**config.mk**
```make
export PLATFORM = sky130hd
export DESIGN_NAME = ranging_result_processor
export DESIGN_NICKNAME = d
export VERILOG_FILES = /design/src/hw/rtl/rrp_pkg.sv /design/src/hw/rtl/ranging_result_processor.sv
export SDC_FILE = /design/constraint.sdc
export NUM_CORES = 2
export LEC_CHECK = 0
export BUFFER_PORTS_ARGS = -buffer_cell sky130_fd_sc_hd__buf_4
export CAP_MARGIN = 20
export CORE_ASPECT_RATIO = 0.8
export CORE_MARGIN = 2
export CORE_UTILIZATION = 55
export CTS_CLUSTER_SIZE = 10
export DETAILED_ROUTE_END_ITERATION = 10
export PLACE_DENSITY = 0.74
export RECOVER_POWER = 25
export SLEW_MARGIN = 20
export SYNTH_ARGS = -nofsm -noshare
export SYNTH_HDL_FRONTEND = slang
export SYNTH_SLANG_ARGS = --single-unit
```
**constraint.sdc**
```tcl
create_clock -name clk_i -period 11.3 [get_ports clk_i]
set_clock_uncertainty 0.2 [all_clocks]
set_input_delay 1.13 -clock clk_i [delete_from_list [all_inputs] [get_ports clk_i]]
set_output_delay 1.13 -clock clk_i [all_outputs]
set_load 0.01 [all_outputs]
```
**src/hw/rtl/rrp_pkg.sv**
```systemverilog
// shared constants, types and helper functions for the ranging result processor
`default_nettype none
package rrp_pkg;

  localparam int unsigned DataW      = 16;
  localparam int unsigned StatusW    = 4;
  localparam int unsigned RawW       = 8;
  localparam int unsigned RateW      = 32;
  localparam int unsigned BitsPerStg = 4;
  localparam int unsigned Div1Stages = RateW / BitsPerStg;
  localparam int unsigned Div2Stages = DataW / BitsPerStg;
  localparam int unsigned Latency    = 1 + Div1Stages + 1 + Div2Stages;

  localparam int unsigned ProdW      = 27;
  localparam logic [ProdW-1:0] GainFactor = ProdW'(2011);
  localparam logic [ProdW-1:0] GainRound  = ProdW'(1024);
  localparam int unsigned      GainShift  = 11;

  localparam logic [DataW-1:0] SpadsFallback = 16'h8000;
  localparam logic [DataW-1:0] Sat16         = 16'hFFFF;
  localparam logic [DataW-1:0] TargetReset   = 16'd2560;

  // raw device status codes
  localparam logic [RawW-1:0] RawHwA     = 8'd1;
  localparam logic [RawW-1:0] RawHwB     = 8'd2;
  localparam logic [RawW-1:0] RawHwC     = 8'd3;
  localparam logic [RawW-1:0] RawSignal  = 8'd4;
  localparam logic [RawW-1:0] RawBounds  = 8'd5;
  localparam logic [RawW-1:0] RawSigma   = 8'd6;
  localparam logic [RawW-1:0] RawWrap    = 8'd7;
  localparam logic [RawW-1:0] RawMinclip = 8'd8;
  localparam logic [RawW-1:0] RawDone    = 8'd9;
  localparam logic [RawW-1:0] RawXtalk   = 8'd12;
  localparam logic [RawW-1:0] RawMinrng  = 8'd13;
  localparam logic [RawW-1:0] RawHwD     = 8'd17;
  localparam logic [RawW-1:0] RawSync    = 8'd18;

  typedef enum logic [StatusW-1:0] {
    ST_VALID    = 4'd0,
    ST_SIGMA    = 4'd1,
    ST_SIGNAL   = 4'd2,
    ST_MINCLIP  = 4'd3,
    ST_BOUNDS   = 4'd4,
    ST_HW       = 4'd5,
    ST_NOWRAP   = 4'd6,
    ST_WRAP     = 4'd7,
    ST_XTALK    = 4'd8,
    ST_SYNC     = 4'd9,
    ST_MINRANGE = 4'd10,
    ST_NONE     = 4'd11
  } range_status_e;

  function automatic range_status_e map_status(input logic [RawW-1:0] raw,
                                               input logic [RawW-1:0] stream);
    range_status_e st;
    unique case (raw)
      RawHwA, RawHwB, RawHwC, RawHwD: st = ST_HW;
      RawMinrng:  st = ST_MINRANGE;
      RawSync:    st = ST_SYNC;
      RawBounds:  st = ST_BOUNDS;
      RawSignal:  st = ST_SIGNAL;
      RawSigma:   st = ST_SIGMA;
      RawWrap:    st = ST_WRAP;
      RawXtalk:   st = ST_XTALK;
      RawMinclip: st = ST_MINCLIP;
      RawDone:    st = (stream == '0) ? ST_NOWRAP : ST_VALID;
      default:    st = ST_NONE;
    endcase
    return st;
  endfunction

  // four restoring steps, 16 bit divisor; returns {remainder, quotient bits}
  function automatic logic [DataW+BitsPerStg-1:0] div_step_a(
      input logic [DataW-1:0] rem, input logic [BitsPerStg-1:0] bits,
      input logic [DataW-1:0] dvs);
    logic [DataW:0]          r;
    logic [BitsPerStg-1:0]   q;
    r = {1'b0, rem};
    q = '0;
    for (int i = BitsPerStg - 1; i >= 0; i--) begin
      r = {r[DataW-1:0], bits[i]};
      if (r >= {1'b0, dvs}) begin
        r = r - {1'b0, dvs};
        q[i] = 1'b1;
      end
    end
    return {r[DataW-1:0], q};
  endfunction

  // four restoring steps, 32 bit divisor, zero bits shifted in
  function automatic logic [RateW+BitsPerStg-1:0] div_step_b(
      input logic [RateW-1:0] rem, input logic [RateW-1:0] dvs);
    logic [RateW:0]        r;
    logic [BitsPerStg-1:0] q;
    r = {1'b0, rem};
    q = '0;
    for (int i = BitsPerStg - 1; i >= 0; i--) begin
      r = {r[RateW-1:0], 1'b0};
      if (r >= {1'b0, dvs}) begin
        r = r - {1'b0, dvs};
        q[i] = 1'b1;
      end
    end
    return {r[RateW-1:0], q};
  endfunction

endpackage
`default_nettype wire

```
**src/hw/rtl/ranging_result_processor.sv**
```systemverilog
// top level of the ranging result processor: gain, status map and spad request pipeline
`default_nettype none
// a start beat's done_o strobe comes out of the entry register, divider one, the check register and divider two
// throughput: one beat per cycle, busy never rises; the two pipelined
//   restoring dividers (8 stages and 4 stages, four quotient bits each) set the depth
// reset: valid bits clear at once, target rate returns to 2560; no clearing pass
// results cannot be stalled, so every stage simply advances each cycle
module ranging_result_processor (
  input  wire logic                       clk_i,
  input  wire logic                       rst_ni,
  input  wire logic                       start,
  output logic                            busy,
  input  wire logic [rrp_pkg::RawW-1:0]   raw_status_i,
  input  wire logic [rrp_pkg::RawW-1:0]   stream_cnt_i,
  input  wire logic [rrp_pkg::DataW-1:0]  effective_spads_i,
  input  wire logic [rrp_pkg::DataW-1:0]  ambient_rate_i,
  input  wire logic [rrp_pkg::DataW-1:0]  raw_range_i,
  input  wire logic [rrp_pkg::DataW-1:0]  peak_rate_i,
  input  wire logic                       cfg_valid_i,
  output logic                            cfg_ready_o,
  input  wire logic [rrp_pkg::DataW-1:0]  cfg_data_i,
  output logic                            done_o,
  output logic [rrp_pkg::DataW-1:0]       corr_range_o,
  output logic [rrp_pkg::StatusW-1:0]     range_status_o,
  output logic [rrp_pkg::DataW-1:0]       spads_request_o
);
  import rrp_pkg::*;

  // never stalls: a new beat may enter every cycle
  assign busy        = 1'b0;
  assign cfg_ready_o = 1'b1;

  logic [DataW-1:0] target_q;

  always_ff @(posedge clk_i or negedge rst_ni) begin
    if (!rst_ni) begin
      target_q <= TargetReset;
    end else if (cfg_valid_i && cfg_ready_o) begin
      target_q <= cfg_data_i;
    end
  end

  // ---------------- entry stage: gain multiply, status map, rate sum ----------------
  logic             accept;
  logic [ProdW-1:0] prod;
  logic [DataW:0]   rate_sum;
  logic [DataW-1:0] rate_sat;

  assign accept   = start && !busy;
  assign prod     = ProdW'(raw_range_i) * GainFactor + GainRound;
  assign rate_sum = {1'b0, peak_rate_i} + {1'b0, ambient_rate_i};
  assign rate_sat = rate_sum[DataW] ? Sat16 : rate_sum[DataW-1:0];

  // divider one: (rate_sat << 16) / spads, four quotient bits per stage
  logic                v1_q   [0:Div1Stages];
  logic [DataW-1:0]    rng1_q [0:Div1Stages];
  logic [StatusW-1:0]  st1_q  [0:Div1Stages];
  logic [RateW-1:0]    num1_q [0:Div1Stages];
  logic [DataW-1:0]    rem1_q [0:Div1Stages];
  logic [RateW-1:0]    quo1_q [0:Div1Stages];
  logic [DataW-1:0]    dvs1_q [0:Div1Stages];

  always_ff @(posedge clk_i or negedge rst_ni) begin
    if (!rst_ni) begin
      for (int i = 0; i <= Div1Stages; i++) v1_q[i] <= 1'b0;
    end else begin
      v1_q[0] <= accept;
      for (int i = 1; i <= Div1Stages; i++) v1_q[i] <= v1_q[i-1];
    end
  end

  logic [DataW+BitsPerStg-1:0] step1 [1:Div1Stages];

  always_comb begin
    for (int i = 1; i <= Div1Stages; i++) begin
      step1[i] = div_step_a(rem1_q[i-1], num1_q[i-1][RateW-1 -: BitsPerStg],
                            dvs1_q[i-1]);
    end
  end

  always_ff @(posedge clk_i) begin
    rng1_q[0] <= prod[GainShift +: DataW];
    st1_q[0]  <= StatusW'(map_status(raw_status_i, stream_cnt_i));
    num1_q[0] <= {rate_sat, {DataW{1'b0}}};
    rem1_q[0] <= '0;
    quo1_q[0] <= '0;
    dvs1_q[0] <= effective_spads_i;
    for (int i = 1; i <= Div1Stages; i++) begin
      rng1_q[i] <= rng1_q[i-1];
      st1_q[i]  <= st1_q[i-1];
      num1_q[i] <= num1_q[i-1] << BitsPerStg;
      rem1_q[i] <= step1[i][DataW+BitsPerStg-1:BitsPerStg];
      quo1_q[i] <= {quo1_q[i-1][RateW-BitsPerStg-1:0], step1[i][BitsPerStg-1:0]};
      dvs1_q[i] <= dvs1_q[i-1];
    end
  end

  // ---------------- check stage: fallback and saturation ----------------
  // zero spads gives an all-ones quotient here, so it is flagged on the divisor
  logic [RateW-1:0] rate_div;
  logic             fb_c, sat_c;

  assign rate_div = quo1_q[Div1Stages];
  assign fb_c     = (dvs1_q[Div1Stages] == '0) || (rate_div == '0);
  // quotient of (target << 16) / rate reaches 2^16 exactly when target >= rate
  assign sat_c    = {{(RateW-DataW){1'b0}}, target_q} >= rate_div;

  // divider two: remainder starts at target (< rate), 16 zero bits shifted in
  logic               v2_q   [0:Div2Stages];
  logic [DataW-1:0]   rng2_q [0:Div2Stages];
  logic [StatusW-1:0] st2_q  [0:Div2Stages];
  logic               fb2_q  [0:Div2Stages];
  logic               sat2_q [0:Div2Stages];
  logic [RateW-1:0]   rem2_q [0:Div2Stages];
  logic [RateW-1:0]   dvs2_q [0:Div2Stages];
  logic [DataW-1:0]   quo2_q [0:Div2Stages];

  always_ff @(posedge clk_i or negedge rst_ni) begin
    if (!rst_ni) begin
      for (int i = 0; i <= Div2Stages; i++) v2_q[i] <= 1'b0;
    end else begin
      v2_q[0] <= v1_q[Div1Stages];
      for (int i = 1; i <= Div2Stages; i++) v2_q[i] <= v2_q[i-1];
    end
  end

  logic [RateW+BitsPerStg-1:0] step2 [1:Div2Stages];

  always_comb begin
    for (int i = 1; i <= Div2Stages; i++) begin
      step2[i] = div_step_b(rem2_q[i-1], dvs2_q[i-1]);
    end
  end

  always_ff @(posedge clk_i) begin
    rng2_q[0] <= rng1_q[Div1Stages];
    st2_q[0]  <= st1_q[Div1Stages];
    fb2_q[0]  <= fb_c;
    sat2_q[0] <= sat_c;
    rem2_q[0] <= {{(RateW-DataW){1'b0}}, target_q};
    dvs2_q[0] <= rate_div;
    quo2_q[0] <= '0;
    for (int i = 1; i <= Div2Stages; i++) begin
      rng2_q[i] <= rng2_q[i-1];
      st2_q[i]  <= st2_q[i-1];
      fb2_q[i]  <= fb2_q[i-1];
      sat2_q[i] <= sat2_q[i-1];
      rem2_q[i] <= step2[i][RateW+BitsPerStg-1:BitsPerStg];
      dvs2_q[i] <= dvs2_q[i-1];
      quo2_q[i] <= {quo2_q[i-1][DataW-BitsPerStg-1:0], step2[i][BitsPerStg-1:0]};
    end
  end

  // ---------------- result ----------------
  assign done_o         = v2_q[Div2Stages];
  assign corr_range_o   = rng2_q[Div2Stages];
  assign range_status_o = st2_q[Div2Stages];
  assign spads_request_o = fb2_q[Div2Stages]  ? SpadsFallback :
                           sat2_q[Div2Stages] ? Sat16 : quo2_q[Div2Stages];

endmodule
`default_nettype wire

```
==> results.json <==
{
  "fin_ws_ns": -0.03167,
  "synth_area_per_cell_um2": 8.533,
  "stdcell_count": 13520,
  "vias_per_cell": 5.875,
  "clk_latency_ns": 0.79,
  "min_period_ns": 11.33,
  "layout_commonest_cell": "buf_4",
  "syn_inst": 9566,
  "finalCritPeriodShare_pct": 100.3,
  "critPathMaxStageDelay_ns": 0.49,
  "synth_top_cells_by_area": "dfxtp_1 (25%), ha_1 (16%), xnor2_1 (5.2%), mux2_2 (4.8%), a21oi_1 (4.7%)",
  "fin_nets": 12760,
  "slew_viol_final": 0,
  "numClockSinks": 1040,
  "drt_iter0_drc": 7350,
  "post-place-ws_ns": -0.7783,
  "setup_violations": 22,
  "layout_common_cells": "buf_4 (1914), ha_1 (1013), dfxtp_1 (983), a21oi_1 (708), inv_1 (700)",
  "synth_edf_count": 0,
  "wl_met2_mm": 118.6,
  "syn_area_mm2": 0.08163,
  "dp_hpwl_mm": 227.9,
  "io_pins": 139,
  "arrival_ns": 11.77,
  "grt_pass1_vias": 75650,
  "r2r_setup_slack_ns": -0.03,
  "postRouteAntennaNets": 0,
  "cts-htree-levels": 4,
  "critPathCaptureType": "flop",
  "root_buffer": "clkbuf_16",
  "ys_seq_elements": 1040,
  "r2r_end": "rem2_q[0][74]$_DFF_P_",
  "synth.top_cell.area_share_pct": 24.77,
  "rsz0062_at_grt": "true",
  "async_flop_share_pct": 2.885,
  "start_kind": "flop",
  "slew_headroom_pct": 19.36,
  "crit_top_cell": "o21a_1",
  "path_delay_family": "compound AO/OA/AOI/OAI gates",
  "worstPathRequired_ns": 11.74,
  "synthFlopType": "dfxtp_1",
  "ctsHoldBuffers": 0,
  "path_class": "flop to flop",
  "yosys.cell_types.count": 103,
  "drv_cap": 0,
  "fp.dieW_um": 434.7,
  "seqCellArea_mm2": 0.02101,
  "yosysWarningCount": 0,
  "dp.cells": 13200,
  "wirelength_mm": 281.4,
  "worst_slew_pin_slew_ns": 1.208,
  "violations": "negative setup slack",
  "status": "complete, but fails checks",
  "crit_fanout": 8,
  "drc": 0,
  "drive_gt1_share_pct": 26.39,
  "critPathBufInv": 7,
  "wl_met3_mm": 25.09,
  "cts_tree": "yes",
  "vias": 79440,
  "worstHoldPathType": "primary input to asynchronous set/reset pin",
  "numCtsBuffers": 130,
  "wl_met1_mm": 130.6,
  "dieHeight_um": 348.6,
  "grt-ovfl-total": 0,
  "initial_core_util_pct": 55.38,
  "fillers": 11490,
  "clockBufferDepth": 3,
  "multi_input_area_mm2": 0.05959,
  "antenna_found_initial": 24,
  "synth_largest_area_cell": "dfxtp_1",
  "die_area_mm2": 0.1515,
  "avgRoutedWirePerCell_um": 20.81,
  "coreArea_mm2": 0.1474,
  "clk_pin_slew_ns": 0.05,
  "grt_max_degree": 33,
  "hold_violations": 0,
  "grt_pass1_wl_mm": 424.6,
  "highest_layer": "met5",
  "rows": 126,
  "fmaxAchievable_mhz": 88.25,
  "rr_worst_depth": 51,
  "track_usage_pct": 35.17,
  "syn_nets": 10860,
  "crit_slowest_cell": "o41a_1",
  "io_buffers": 136,
  "synth-seq-area-share_pct": 25.69,
  "first_pass_iters": 6,
  "area_delta_synth_final_pct": 28.99,
  "gp_congestion": 1.016,
  "r2r_start": "dvs2_q[0][33]$_DFF_P_"
}
## cell usage after synthesis, types with 33 or more instances
| cell type | instances |
|---|---|
| a21boi_0 | 58 |
| o21a_1 | 126 |
| nand4_1 | 130 |
| inv_1 | 717 |
| dfxtp_1 | 1010 |
| or2_2 | 50 |
| a31oi_1 | 65 |
| and2_1 | 58 |
| mux2i_1 | 87 |
| o221ai_1 | 38 |
| xnor2_1 | 484 |
| mux2_1 | 39 |
| o21ai_0 | 613 |
| nor4_1 | 65 |
| nor2_1 | 673 |
| nor2b_1 | 130 |
| nand2_1 | 642 |
| ha_1 | 1074 |
| o211ai_1 | 51 |
| clkbuf_1 | 130 |
| fa_1 | 115 |
| a21oi_1 | 771 |
| nand2b_1 | 123 |
| o21bai_1 | 121 |
| buf_2 | 33 |
| a21o_1 | 418 |
| xor2_1 | 276 |
| nand3_1 | 174 |
| or3_1 | 56 |
| o31ai_1 | 69 |
| nor3_1 | 135 |
| and3_1 | 84 |
| a211oi_1 | 62 |
| mux2_2 | 347 |
## worst max path at each step
stage,start,slack (ns),depth (start not counted),endpoint
floorplan,dvs2_q[0][32]$_DFF_P_,0.001,51,rem2_q[0][66]$_DFF_P_
global placement,rem2_q[0][98]$_DFF_P_,-0.66,48,quo2_q[0][64]$_DFF_P_
detailed placement,rem2_q[0][96]$_SDFF_PN0_,-0.78,49,quo2_q[0][64]$_DFF_P_
CTS,dvs2_q[0][73]$_DFF_P_,0.009,58,rem2_q[0][123]$_DFF_P_
global route,rem2_q[0][32]$_SDFF_PP0_,-0.35,51,rem2_q[0][87]$_DFF_P_
finish,dvs2_q[0][33]$_DFF_P_,-0.03,51,rem2_q[0][74]$_DFF_P_
## metal layers
metal / vias up / track usage, %
met4: 2 / 8.775
met3: 421 / 6.346
met5: - / 0
li1: 38170 / -
met1: 37690 / 51.36
met2: 3158 / 53.11
## repair_timing
item / in CTS / in global routing
cloned: 3 / 7
pin swaps: 55 / 189
buffers inserted: 41 / 79
gates resized for setup: 141 / 479
endpoints found under the setup margin: 140 / 220
## sequential cells by signal, indices dropped and copies added, names as in the netlist, 20 cells and up
register and count:
quo1_q 144, rem2_q 112, st1_q 36, rng2_q 80, dvs2_q 128, rng1_q 144
st2_q 20, dvs1_q 144, num1_q 40, rem1_q 112, quo2_q 40
## through the flow
step           util (%)  cell area, um^2  hold WS (ns)  TNS [ns]
2_1_floorplan         -            81820        0.1096         0
3_3_place_gp      66.07            97380        0.1097    -28.83
3_5_place_dp      66.07            97380        0.1121    -39.95
4_1_cts           69.49           102400       0.07503         0
5_1_grt           71.42           105300        0.1011    -15.62
6_report          71.43           105300        0.1083   -0.3230
## worst reg2reg max path, delay by kind of cell (launching register included)
family,cells,cell delay [ns]
AND/OR/NAND/NOR,7,1.15
buffers and inverters,7,0.93
AO/OA/AOI/OAI,31,6.96
multiplexers,2,0.61
adder cells (fa/ha/maj),4,1.03
flip-flops,1,0.34
## kinds of logic after synthesis
kind of cell | Yosys count | synth area share [%]
XOR/XNOR | 760 | 8.155
AND/OR/NAND/NOR | 2401 | 14.09
buffers and inverters | 934 | 4.496
multiplexers | 477 | 6.462
AO/OA/AOI/OAI | 2763 | 21.81
adder cells (fa/ha/maj) | 1189 | 19.28
flip-flops | 1040 | 25.69
other | 2 | 0.009200
## final cells by class
class / instances / share of cell area [%]
multi-input combinational: 7593 / 56.60
sequential: 1040 / 19.95
timing repair buffer: 1969 / 14.55
clock buffer: 161 / 3.325
inverter: 734 / 2.637
tap: 1984 / 2.358
clock inverter: 29 / 0.5514
antenna: 12 / 0.02852
Power is not shown: default switching activity piles up to over one toggle a cycle in this logic, so the estimate is an artifact.
